File: config.mk
export PLATFORM = sky130hd
export DESIGN_NAME = trapezoid_integral_pi_kernel
export DESIGN_NICKNAME = d
export VERILOG_FILES = /design/src/rtl/tip_pkg.sv /design/src/rtl/tip_mul.sv /design/src/rtl/tip_div.sv /design/src/rtl/trapezoid_integral_pi_kernel.sv
export VERILOG_INCLUDE_DIRS = /design/src /design/src/rtl
export SDC_FILE = /design/constraint.sdc
export NUM_CORES = 2
export LEC_CHECK = 0
export ABC_AREA = 0
export BUFFER_PORTS_ARGS = -buffer_cell sky130_fd_sc_hd__buf_2
export CAP_MARGIN = 15
export CORE_ASPECT_RATIO = 1.2
export CORE_MARGIN = 4
export CORE_UTILIZATION = 47
export CTS_BUF_LIST = sky130_fd_sc_hd__clkbuf_4 sky130_fd_sc_hd__clkbuf_8
export DETAILED_ROUTE_END_ITERATION = 16
export SYNTH_ARGS = -nofsm -noshare
export SYNTH_HDL_FRONTEND = slang
export SYNTH_SLANG_ARGS = --single-unit
File: constraint.sdc
create_clock -name clk -period 25.4 [get_ports clk]
set_input_delay 7.62 -clock clk [delete_from_list [all_inputs] [get_ports clk]]
set_output_delay 7.62 -clock clk [all_outputs]
set_load 0.02 [all_outputs]
File: src/rtl/trapezoid_integral_pi_kernel_assert.svh
// Assertion macros for the trapezoid integration kernel.
`ifndef TRAPEZOID_INTEGRAL_PI_KERNEL_ASSERT_SVH
`define TRAPEZOID_INTEGRAL_PI_KERNEL_ASSERT_SVH

// same-cycle implication, clk / arst_n of the enclosing module
`define TIP_ASSERT_IMPLY(name, ante, cons, msg) \
	name: assert property (@(posedge clk) disable iff (!arst_n) (ante) |-> (cons)) \
		else $error(msg);

// next-cycle implication
`define TIP_ASSERT_NEXT(name, ante, cons, msg) \
	name: assert property (@(posedge clk) disable iff (!arst_n) (ante) |=> (cons)) \
		else $error(msg);

`endif

File: src/rtl/tip_pkg.sv
// Package: types and constants of the trapezoid integration kernel.
`default_nettype none

package tip_pkg;

	localparam int MAX_TRAPEZOIDS_DEF = 65536;

	localparam int IN_W    = 32;
	localparam int CNT_IN_W = 17;
	localparam int OUT_W   = 48;
	localparam int FRAC    = 24;
	localparam int MUL_W   = 32;
	localparam int PROD_W  = 2 * MUL_W;
	localparam int FAR_SHIFT = 37;
	localparam int SQ_W    = 50;
	localparam int DEN_W   = 51;
	localparam int F_W     = 27;
	localparam int DIV_BITS = F_W;
	localparam int DIV_CNT_W = $clog2(DIV_BITS + 1);
	localparam int DIV_INIT = 23;

	localparam logic [63:0] POS_MAX48 = 64'h0000_7FFF_FFFF_FFFF;
	localparam logic [63:0] NEG_MAG48 = 64'h0000_8000_0000_0000;

	typedef enum logic [3:0] {
		S_IDLE,
		S_ABS,
		S_SQ0,
		S_SQ1,
		S_SQ2,
		S_SQ3,
		S_DIV,
		S_DIVW,
		S_ACC,
		S_PR0,
		S_PR1,
		S_PR2,
		S_DONE
	} tip_state_t;

	typedef enum logic [1:0] {
		PH_LEFT,
		PH_RIGHT,
		PH_INT
	} tip_phase_t;

	typedef struct packed {
		logic busy;
		logic done;
	} tip_div_sts_t;

endpackage

`default_nettype wire

File: src/rtl/tip_mul.sv
// Shared unsigned 32x32 multiplier with registered product.
`default_nettype none

module tip_mul (
	input  wire logic                         clk,
	input  wire logic [tip_pkg::MUL_W-1:0]    op_a,
	input  wire logic [tip_pkg::MUL_W-1:0]    op_b,
	output logic      [tip_pkg::PROD_W-1:0]   prod_q
);

	always_ff @(posedge clk) begin
		prod_q <= tip_pkg::PROD_W'(op_a) * tip_pkg::PROD_W'(op_b);
	end

endmodule

`default_nettype wire

File: src/rtl/tip_div.sv
// Radix-2 restoring divider: quotient of 2^50 by a 51-bit denominator.
`default_nettype none

module tip_div (
	input  wire logic                        clk,
	input  wire logic                        arst_n,
	input  wire logic                        start,
	input  wire logic [tip_pkg::DEN_W-1:0]   den,
	output logic      [tip_pkg::F_W-1:0]     quo_q,
	output tip_pkg::tip_div_sts_t            sts
);

	logic [tip_pkg::DEN_W-1:0]     den_q;
	logic [tip_pkg::DEN_W-1:0]     rem_q;
	logic [tip_pkg::DIV_CNT_W-1:0] cnt_q;
	logic                          busy_q;
	logic                          done_q;
	logic [tip_pkg::DEN_W:0]       trial;
	logic                          fits;

	assign trial = {rem_q, 1'b0};
	assign fits  = trial >= {1'b0, den_q};

	always_ff @(posedge clk or negedge arst_n) begin
		if (!arst_n) begin
			busy_q <= 1'b0;
			done_q <= 1'b0;
			cnt_q  <= '0;
		end else begin
			done_q <= 1'b0;
			if (start) begin
				busy_q <= 1'b1;
				cnt_q  <= tip_pkg::DIV_CNT_W'(tip_pkg::DIV_BITS);
			end else if (busy_q) begin
				cnt_q <= cnt_q - tip_pkg::DIV_CNT_W'(1);
				if (cnt_q == tip_pkg::DIV_CNT_W'(1)) begin
					busy_q <= 1'b0;
					done_q <= 1'b1;
				end
			end
		end
	end

	// dividend 2^50: top part seeds the remainder, the rest shifts in as zeros
	always_ff @(posedge clk) begin
		if (start) begin
			den_q <= den;
			rem_q <= tip_pkg::DEN_W'(1) << tip_pkg::DIV_INIT;
			quo_q <= '0;
		end else if (busy_q) begin
			rem_q <= fits ? tip_pkg::DEN_W'(trial - {1'b0, den_q})
				: tip_pkg::DEN_W'(trial);
			quo_q <= {quo_q[tip_pkg::F_W-2:0], fits};
		end
	end

	assign sts.busy = busy_q;
	assign sts.done = done_q;

endmodule

`default_nettype wire

File: src/rtl/trapezoid_integral_pi_kernel.sv
// Top level: trapezoid-rule integration of 4/(1+x*x) in fixed point.
//
//  channel | signals                                               | dir
//  in      | in_valid, in_ready, left_end, right_end,              | in
//          | trapezoid_count, step_width                           |
//  out     | out_valid, out_ready, integral_estimate, saturated    | out
//
// One transaction at a time; in_ready is high only while idle.
// Each sample passes through the 27-step shared divider (far samples,
// |x| >= 2^37, skip the squaring and the divider). Samples = 2 + max(N-1, 0),
// where N is the count clipped to MAX_TRAPEZOIDS; the product is formed last.
// A finished result sits in the output register; a new transaction is taken
// meanwhile, and the block stalls at the end only if that result is not taken.
// Reset (arst_n, asynchronous) returns the sequencer to idle with no result.
`default_nettype none

`include "trapezoid_integral_pi_kernel_assert.svh"

module trapezoid_integral_pi_kernel #(
	parameter int MAX_TRAPEZOIDS = tip_pkg::MAX_TRAPEZOIDS_DEF
) (
	input  wire logic                              clk,
	input  wire logic                              arst_n,
	input  wire logic                              in_valid,
	output logic                                   in_ready,
	input  wire logic signed [tip_pkg::IN_W-1:0]   left_end,
	input  wire logic signed [tip_pkg::IN_W-1:0]   right_end,
	input  wire logic [tip_pkg::CNT_IN_W-1:0]      trapezoid_count,
	input  wire logic signed [tip_pkg::IN_W-1:0]   step_width,
	output logic                                   out_valid,
	input  wire logic                              out_ready,
	output logic signed [tip_pkg::OUT_W-1:0]       integral_estimate,
	output logic                                   saturated
);

	localparam int CW = $clog2(MAX_TRAPEZOIDS + 1);
	localparam int XW = 33 + CW;
	localparam int AW = 27 + $clog2(MAX_TRAPEZOIDS);
	localparam int PW = AW + 9;
	localparam int A_W = tip_pkg::FAR_SHIFT;

	tip_pkg::tip_state_t state_q, state_d;
	tip_pkg::tip_phase_t phase_q, phase_d;

	logic signed [tip_pkg::IN_W-1:0] left_q, right_q, step_q;
	logic [CW-1:0]                   count_q, i_q, i_nxt;
	logic signed [XW-1:0]            x_q;
	logic [XW-1:0]                   a_full;
	logic [63:0]                     a64;
	logic                            far;
	logic [A_W-1:0]                  a_q;
	logic                            far_q;
	logic [tip_pkg::SQ_W-1:0]        sq_q;
	logic [AW-1:0]                   acc_q;
	logic [AW:0]                     half_sum;
	logic [tip_pkg::F_W-1:0]         f_val;
	logic [PW-1:0]                   prod_q;
	logic [tip_pkg::MUL_W-1:0]       mag;
	logic [tip_pkg::MUL_W-1:0]       mul_a, mul_b;
	logic [tip_pkg::PROD_W-1:0]      mul_p;
	logic                            div_start;
	logic [tip_pkg::DEN_W-1:0]       div_den;
	logic [tip_pkg::F_W-1:0]         div_quo;
	tip_pkg::tip_div_sts_t           div_sts;
	logic                            accept;
	logic                            emit;
	logic [63:0]                     prod64, clip;
	logic                            sat_c;
	logic [tip_pkg::OUT_W-1:0]       res_c;
	logic [31:0]                     cnt_ext;
	logic                            out_valid_q;

	assign accept = in_valid && in_ready;
	assign emit   = (state_q == tip_pkg::S_DONE) && (!out_valid_q || out_ready);

	assign a_full = x_q[XW-1] ? XW'(-x_q) : XW'(x_q);
	assign a64    = 64'(a_full);
	assign far    = a64 >= (64'd1 << tip_pkg::FAR_SHIFT);
	assign f_val  = far_q ? '0 : div_quo;
	assign half_sum = (AW+1)'(acc_q) + (AW+1)'(f_val);
	assign i_nxt  = i_q + CW'(1);
	assign mag    = step_q[tip_pkg::IN_W-1] ? (~step_q + tip_pkg::MUL_W'(1)) : step_q;
	assign div_den = tip_pkg::DEN_W'(sq_q) + (tip_pkg::DEN_W'(1) << tip_pkg::FRAC);
	assign cnt_ext = 32'(trapezoid_count);

	assign prod64 = 64'(prod_q);
	always_comb begin
		if (step_q[tip_pkg::IN_W-1]) begin
			sat_c = prod64 > tip_pkg::NEG_MAG48;
			clip  = sat_c ? tip_pkg::NEG_MAG48 : prod64;
			res_c = tip_pkg::OUT_W'(64'd0 - clip);
		end else begin
			sat_c = prod64 > tip_pkg::POS_MAX48;
			clip  = sat_c ? tip_pkg::POS_MAX48 : prod64;
			res_c = tip_pkg::OUT_W'(clip);
		end
	end

	tip_mul u_mul (
		.clk    (clk),
		.op_a   (mul_a),
		.op_b   (mul_b),
		.prod_q (mul_p)
	);

	tip_div u_div (
		.clk    (clk),
		.arst_n (arst_n),
		.start  (div_start),
		.den    (div_den),
		.quo_q  (div_quo),
		.sts    (div_sts)
	);

	always_ff @(posedge clk or negedge arst_n) begin
		if (!arst_n) begin
			state_q     <= tip_pkg::S_IDLE;
			phase_q     <= tip_pkg::PH_LEFT;
			out_valid_q <= 1'b0;
		end else begin
			state_q <= state_d;
			phase_q <= phase_d;
			if (emit)
				out_valid_q <= 1'b1;
			else if (out_ready)
				out_valid_q <= 1'b0;
		end
	end

	always_comb begin
		state_d   = state_q;
		phase_d   = phase_q;
		in_ready  = 1'b0;
		div_start = 1'b0;
		mul_a     = '0;
		mul_b     = '0;
		unique case (state_q)
			tip_pkg::S_IDLE: begin
				in_ready = 1'b1;
				if (in_valid) begin
					state_d = tip_pkg::S_ABS;
					phase_d = tip_pkg::PH_LEFT;
				end
			end
			tip_pkg::S_ABS: state_d = far ? tip_pkg::S_ACC : tip_pkg::S_SQ0;
			tip_pkg::S_SQ0: begin
				mul_a   = tip_pkg::MUL_W'(a_q[tip_pkg::FRAC-1:0]);
				mul_b   = tip_pkg::MUL_W'(a_q[tip_pkg::FRAC-1:0]);
				state_d = tip_pkg::S_SQ1;
			end
			tip_pkg::S_SQ1: begin
				mul_a   = tip_pkg::MUL_W'(a_q[A_W-1:tip_pkg::FRAC]);
				mul_b   = tip_pkg::MUL_W'(a_q[tip_pkg::FRAC-1:0]);
				state_d = tip_pkg::S_SQ2;
			end
			tip_pkg::S_SQ2: begin
				mul_a   = tip_pkg::MUL_W'(a_q[A_W-1:tip_pkg::FRAC]);
				mul_b   = tip_pkg::MUL_W'(a_q[A_W-1:tip_pkg::FRAC]);
				state_d = tip_pkg::S_SQ3;
			end
			tip_pkg::S_SQ3: state_d = tip_pkg::S_DIV;
			tip_pkg::S_DIV: begin
				div_start = 1'b1;
				state_d   = tip_pkg::S_DIVW;
			end
			tip_pkg::S_DIVW: if (div_sts.done) state_d = tip_pkg::S_ACC;
			tip_pkg::S_ACC: begin
				unique case (phase_q)
					tip_pkg::PH_LEFT: begin
						phase_d = tip_pkg::PH_RIGHT;
						state_d = tip_pkg::S_ABS;
					end
					tip_pkg::PH_RIGHT: begin
						if (count_q > CW'(1)) begin
							phase_d = tip_pkg::PH_INT;
							state_d = tip_pkg::S_ABS;
						end else begin
							state_d = tip_pkg::S_PR0;
						end
					end
					default: state_d = (i_nxt < count_q) ? tip_pkg::S_ABS : tip_pkg::S_PR0;
				endcase
			end
			tip_pkg::S_PR0: begin
				mul_a   = tip_pkg::MUL_W'(acc_q[AW-1:tip_pkg::FRAC]);
				mul_b   = mag;
				state_d = tip_pkg::S_PR1;
			end
			tip_pkg::S_PR1: begin
				mul_a   = tip_pkg::MUL_W'(acc_q[tip_pkg::FRAC-1:0]);
				mul_b   = mag;
				state_d = tip_pkg::S_PR2;
			end
			tip_pkg::S_PR2: state_d = tip_pkg::S_DONE;
			tip_pkg::S_DONE: if (emit) state_d = tip_pkg::S_IDLE;
			default: state_d = tip_pkg::S_IDLE;
		endcase
	end

	always_ff @(posedge clk) begin
		case (state_q)
			tip_pkg::S_IDLE: begin
				if (in_valid) begin
					left_q  <= left_end;
					right_q <= right_end;
					step_q  <= step_width;
					count_q <= CW'((cnt_ext > 32'(MAX_TRAPEZOIDS)) ?
						32'(MAX_TRAPEZOIDS) : cnt_ext);
					x_q     <= XW'(left_end);
				end
			end
			tip_pkg::S_ABS: begin
				a_q   <= a64[A_W-1:0];
				far_q <= far;
			end
			tip_pkg::S_SQ1: sq_q <= tip_pkg::SQ_W'(mul_p >> tip_pkg::FRAC);
			tip_pkg::S_SQ2: sq_q <= sq_q + tip_pkg::SQ_W'(mul_p << 1);
			tip_pkg::S_SQ3: sq_q <= sq_q + tip_pkg::SQ_W'(mul_p << tip_pkg::FRAC);
			tip_pkg::S_ACC: begin
				case (phase_q)
					tip_pkg::PH_LEFT: begin
						acc_q <= AW'(f_val);
						x_q   <= XW'(right_q);
					end
					tip_pkg::PH_RIGHT: begin
						acc_q <= AW'(half_sum >> 1);
						x_q   <= XW'(left_q) + XW'(step_q);
						i_q   <= CW'(1);
					end
					default: begin
						acc_q <= acc_q + AW'(f_val);
						x_q   <= x_q + XW'(step_q);
						i_q   <= i_nxt;
					end
				endcase
			end
			tip_pkg::S_PR1: prod_q <= PW'(mul_p);
			tip_pkg::S_PR2: prod_q <= prod_q + PW'(mul_p >> tip_pkg::FRAC);
			tip_pkg::S_DONE: begin
				if (emit) begin
					integral_estimate <= res_c;
					saturated         <= sat_c;
				end
			end
			default: ;
		endcase
	end

	assign out_valid = out_valid_q;

	`TIP_ASSERT_NEXT(a_busy_after_accept, accept, !in_ready, "ready high after accepting a transaction")
	`TIP_ASSERT_IMPLY(a_div_owned, div_sts.busy || div_sts.done, state_q == tip_pkg::S_DIVW, "divider active outside its wait state")
	`TIP_ASSERT_IMPLY(a_sat_at_bound, out_valid && saturated, integral_estimate == 48'sh7FFF_FFFF_FFFF || integral_estimate == 48'sh8000_0000_0000, "saturated result not at a bound")

endmodule

`default_nettype wire

# Yosys cells after proc, flatten, opt, wreduce, memory -nomap -nowiden
# Index checks and enable logic that the tools add are counted.
[word_totals] register_bits=619 in_bits=117 wordCells=126
[op_classes] addsub=14 n_mul=1 order_cmp=7 eq_ne=19 n_mux=41 bitwise=2 reduce_logical=19
[ops] op="$pmux W50 S2" n=2
[ops] op="$pmux W50 S3" n=1
[ops] op="$mux W48" n=3
[ops] op="$pmux W52 S2" n=1
[ops] op="$add A50 B50 Y50" n=2
[ops] op="$mux W50" n=2
[ops] op="$pmux W24 S4" n=1
[ops] op="$pmux W32 S3" n=1
[ops] op="$pmux W43 S2" n=1
[ops] op="$mul A24 B32 Y56" n=1
[ops] op="$add A52 B40 Y52" n=1
[ops] op="$ge A52 B51 Y1" n=1
[ops] op="$gt A52 B47 Y1 const B" n=1
[ops] op="$gt A52 B48 Y1 const B" n=1
[ops] op="$pmux W4 S13" n=1
[ops] op="$add A50 B25 Y51 const B" n=1
[ops] op="$mux W51" n=1
[ops] op="$sub A51 B51 Y51" n=1
[ops] op="$add A50 B32 Y50" n=1
[ops] op="$ge A50 B38 Y1 const B" n=1
[ops] op="$neg A50 Y50" n=1
[ops] op="$sub A1 B48 Y48 const A" n=1
[ops] op="$add A43 B27 Y44" n=1
[ops] op="$add A43 B27 Y43" n=1
[ops] op="other kinds (38)" n=74

# Longest topological paths before layout
[depth] depth_word=5 depth_mapped=38 mapped_depth_nobuf=36

# Hierarchy
# A second synthesis with hierarchy kept.
[unflattened] hier_cells=8432 area_unflattened_um2=76589.7
[modules_own_cells] mod="tip_mul" instances=1 cells_per_inst=3864 area_each_um2=35066.1 seq_area_each_um2=1281.2
[modules_own_cells] mod="trapezoid_integral_pi_kernel" instances=1 cells_per_inst=3667 area_each_um2=33418.3 seq_area_each_um2=12547.0
[modules_own_cells] mod="tip_div" instances=1 cells_per_inst=901 area_each_um2=8105.3 seq_area_each_um2=3268.1

# Least setup slack after synthesis
# Ideal clock, no wire load.
[synth_path] path_kind="input to register" start="input port in_valid" end="register phase_q[1]" setup_time_ps=125 t_arrival_ps=10562 required_time_ps=25275 slack_ps=14714 stages=4 n_path_buf=0 path_cell_list="nand2_1 > inv_1 > o21bai_1 > mux2_2"
[synth_between] elab_chain_len=2
[synth_rtl] element="start: declaration" line="trapezoid_integral_pi_kernel.sv:24" source="input wire logic in_valid,"
[synth_rtl] element="$ne A2 B2 Y1 (no source line)"
[synth_rtl] element="$reduce_and A4 Y1 (no source line)"
[synth_rtl] element="end signal: assignment" line="trapezoid_integral_pi_kernel.sv:118" source="phase_q <= tip_pkg::PH_LEFT;"
[synth_rtl] element="end signal: assignment" line="trapezoid_integral_pi_kernel.sv:122" source="phase_q <= phase_d;"
[synth_rtl] element="end: declaration" line="trapezoid_integral_pi_kernel.sv:43" source="tip_pkg::tip_phase_t phase_q, phase_d;"
# Every way passes these cells.
# A chain may end at the register's enable or synchronous reset.

# Worst setup path after layout
[layout_path] start="register step_q[4] (netlist bit)" end="register u_mul.prod_q[54] (netlist bit)"
[layout_between] elab_chain_len=5
[layout_rtl] element="start: declaration" line="trapezoid_integral_pi_kernel.sv:45" source="logic signed [tip_pkg::IN_W-1:0] left_q, right_q, step_q;"
[layout_rtl] element="start signal: assignment" line="trapezoid_integral_pi_kernel.sv:206" source="step_q <= step_width;"
[layout_rtl] element="$not A32 Y32" line="trapezoid_integral_pi_kernel.sv:82" source="assign mag = step_q[tip_pkg::IN_W-1] ? (~step_q + tip_pkg::MUL_W'(1)) : step_q;"
[layout_rtl] element="$add A32 B2 Y32" line="trapezoid_integral_pi_kernel.sv:82"
[layout_rtl] element="$mux W32 (*)" line="trapezoid_integral_pi_kernel.sv:82"
[layout_rtl] element="$pmux W32 S3 (*)" line="trapezoid_integral_pi_kernel.sv:137" source="unique case (state_q)"
[layout_rtl] element="$mul A24 B32 Y56 (*)" line="tip_mul.sv:12" source="prod_q <= tip_pkg::PROD_W'(op_a) * tip_pkg::PROD_W'(op_b);"
[layout_rtl] element="end signal: assignment" line="tip_mul.sv:12"
[layout_rtl] element="end: declaration" line="tip_mul.sv:8" source="output logic [tip_pkg::PROD_W-1:0] prod_q"
# Every way passes the cells marked *; elsewhere a longest branch is shown, timed or not.

==> impl_metrics.py <==
metrics = {
    "layout": {
        "nFillCells": 13200,
        "final_area_sq_um": 71300,
        "layout-drive-gt1-share_pct": 7.42,
        "synthToLayoutAreaGrowth_pct": 8.11,
        "multi_input_area_sq_um": 44300,
        "final-seq-area_sq_um": 16900,
        "final_cell_mix": "nand2_1 (957), inv_1 (920), fa_1 (665)",
        "final_common_cell": "nand2_1",
        "fin_nets": 8684,
    },
    "worst_setup_path": {
        "worstReg2RegEnd": "u_mul.prod_q[54]",
        "crit_required_ns": 26.09,
        "cp_max_fo": 20,
        "crit_type": "flip-flop to flip-flop",
        "cp-end-kind": "flip-flop",
        "cp.arrival_ns": 11.41,
        "critical-path-max-stage-delay_ns": 0.86,
        "cp_common_cell": "fa_1",
        "timing.rr.start": "step_q[4]",
        "setup.worst_path.start_class": "flip-flop",
        "reg2reg_slack_ns": 14.68,
        "cp_slowest_cell": "xor2_1",
        "ff2ff_path_depth": 35,
    },
    "clock_network": {
        "cts_hold_buf": 0,
        "cts-root-buf": "clkbuf_8",
        "cts_setup_buffers": 0,
        "clock_path_buffers": 3,
        "cts_made_buffers": 111,
        "cts_tree": "done",
        "ctsResizeCount": 0,
        "clock-sinks": 611,
        "path_clk_slew_ns": 0.06,
        "insertion_delay_ns": 0.87,
        "htree_num_levels": 3,
    },
    "yosys": {
        "ys_ff_latch": 611,
        "synth_area_per_cell_sq_um": 8.92,
        "synth_nets": 8640,
        "netlist_instances": 7389,
        "async_reset_ff_share_pct": 2.29,
        "seq_area_frac_synth_pct": 25.7,
        "synth-edff-count": 463,
        "yosysWarnings": 0,
        "yosysUniqueCellTypes": 109,
        "syn_area_sq_um": 65900,
        "synth_ff_type": "edfxtp_1",
    },
    "die": {
        "core_sq_um": 139000,
        "io_pins": 168,
        "fp.dieW_microns": 350,
        "die_h_microns": 418,
        "die-area_sq_um": 146000,
        "initial_utilization_pct": 47.3,
        "placementRows": 150,
    },
    "timing": {
        "fin_ws_ns": 14.68,
        "rsz0062_at_grt": "no",
        "fin_crit_ns": 10.72,
        "finalHoldViolations": 0,
        "tightest_slew_ns": 1.21,
        "slew_headroom_pct": 19.3,
        "fmax_mhz": 93.3,
        "fin_skew_ns": 0.0791,
        "setup_viol": 0,
        "fin_tns_setup_ns": 0,
        "finalCritPeriodShare_pct": 42.2,
        "slew_viol_final": 0,
    },
    "routing": {
        "drc": 0,
        "viasPerCell": 5.84,
        "ant_nets": 0,
        "wire_per_inst_microns": 22.9,
        "dr.pass1.iters": 7,
        "vias": 54600,
        "dr.first_iter.drc_count": 4449,
        "routed_wl_mm": 214,
    },
    "pwr": {
        "clockPowerShare_pct": 13.2,
        "powerDensity_nw_per_um2": 116,
        "p_switching_w": 0.00424,
        "ir_worst_vdd_mv": 0.0853,
        "power_switching_share_pct": 51.1,
        "p_int_w": 0.00406,
        "p_leak_nw": 31.8,
        "pwr-share-comb_pct": 65.1,
        "p_seq_share_pct": 21.7,
    },
    "place": {
        "gp_congestion": 0.958,
        "io_buffers": 167,
        "place.detailed.hpwl_mm": 165,
        "dp_slack_ns": 14.97,
        "placed_area_sq_um": 68700,
    },
    "global_routing": {
        "grt_pass1_vias": 54900,
        "grt-ovfl-total": 0,
        "grt_first_pass_wirelength_mm": 329,
        "grt_max_degree": 101,
        "track_usage_pct": 29.2,
        "grt_antenna_before_repair": 10,
    },
    "hold_path": {
        "holdCritStartpoint": "sq_q[0]",
        "worstHoldPathType": "flip-flop to flip-flop",
        "min_path_cells": 0,
        "hold-path-endpoint": "u_div.den_q[0]",
    },
    "outcome": {
        "status": "finished clean",
    },
    "job": {
        "cap_viol_max_count": 0,
    },
}
## synth_stat cells (42+ instances only)
cell type	n	area, sq um
a211oi_1	71	533
a21o_1	197	1480
a21oi_1	447	2240
and2_1	56	350
and3_1	42	263
clkbuf_1	313	1170
dfxtp_1	134	2680
edfxtp_1	463	13900
fa_1	665	13300
ha_1	469	5870
inv_1	921	3460
mux2i_1	81	811
nand2_1	959	3600
nand2b_1	60	375
nand3_1	100	500
nand4_1	63	394
nor2_1	611	2290
nor2b_1	90	563
nor3_1	93	465
o21a_1	54	405
o21ai_0	378	1890
o21bai_1	51	383
o22ai_1	42	263
o31ai_1	42	315
xnor2_1	266	2330
xor2_1	165	1450
## stage by stage
stage               hold WS, ns  total power, W  std cells  utilization, %
floorplan                 0.400         0.00557       7389               -
global placement          0.436         0.00709       9143            49.3
detailed placement        0.430         0.00716       9143            49.3
CTS                       0.444         0.00829       9353            51.1
global route              0.457         0.00904       9358            51.1
finish                    0.445         0.00830       9361            51.1
## worst max-delay path by stage
stage,startpoint,to,cells past startpoint
2_1_floorplan,in_valid,phase_q[1],4
6_report,step_q[4],u_mul.prod_q[54],35
5_1_grt,step_q[3],u_mul.prod_q[54],35
4_1_cts,step_q[4],u_mul.prod_q[54],35
3_3_place_gp,step_q[4],u_mul.prod_q[54],32
3_5_place_dp,step_q[4],u_mul.prod_q[54],35
## worst max-delay path, delay by kind of cell, from the launching register on
family,cells,cell delay [ns]
adder cells (fa/ha/maj),8,3.74
buffers and inverters,6,0.54
AND/OR/NAND/NOR,8,2.26
XOR/XNOR,2,1.03
flip-flops,1,0.47
AO/OA/AOI/OAI,11,2.50
## registers in the layout, indices dropped and copies added, names as in the netlist, 2 cells and up
signal and count:
count_q 17, right_q 32, left_q 32, u_div.cnt_q 5
x_q 50, integral_estimate 48, sq_q 50, u_mul.prod_q 56
i_q 17, u_div.den_q 51, state_q 4, acc_q 43
a_q 37, phase_q 2, step_q 32, u_div.rem_q 51
u_div.quo_q 27, prod_q 52
## power by group through the flow
| stage | combinational [W] | sequential [W] | clock (W) |
|---|---|---|---|
| after floorplan | 0.00395 | 0.00162 | 0 |
| after global placement | 0.00529 | 0.00181 | 0 |
| after detailed placement | 0.00535 | 0.00181 | 0 |
| after CTS | 0.00538 | 0.00179 | 0.00112 |
| after global routing | 0.00606 | 0.00182 | 0.00116 |
| final | 0.00541 | 0.00180 | 0.00109 |
## routing by layer
| layer | vias to the layer above | global-route usage (%) | share of wire (%) |
|---|---|---|---|
| li1 | 25100 | - | - |
| met1 | 27000 | 36.2 | 39 |
| met2 | 2013 | 49.9 | 48 |
| met3 | 546 | 4.49 | 6.5 |
| met4 | 4 | 14.1 | 5.9 |
| met5 | - | 0 | 0.013 |
## logic make-up after synthesis
logic type	synth area share, %
mux	1.38
fa+ha+maj	29.1
buf+inv	7.26
simple gates	15.4
xor+xnor	5.72
flops	25.7
compound gates	15.5
## layout make-up
cell class / instances / area share, %
Antenna cell: 7 / 0.0246
Clock buffer: 156 / 2.76
Clock inverter: 54 / 0.856
Inverter: 924 / 4.87
Multi-Input combinational cell: 5509 / 62.2
Sequential cell: 611 / 23.8
Tap cell: 1824 / 3.20
Timing Repair Buffer: 276 / 2.34
Note: power is estimated with default switching activity, not from simulation.
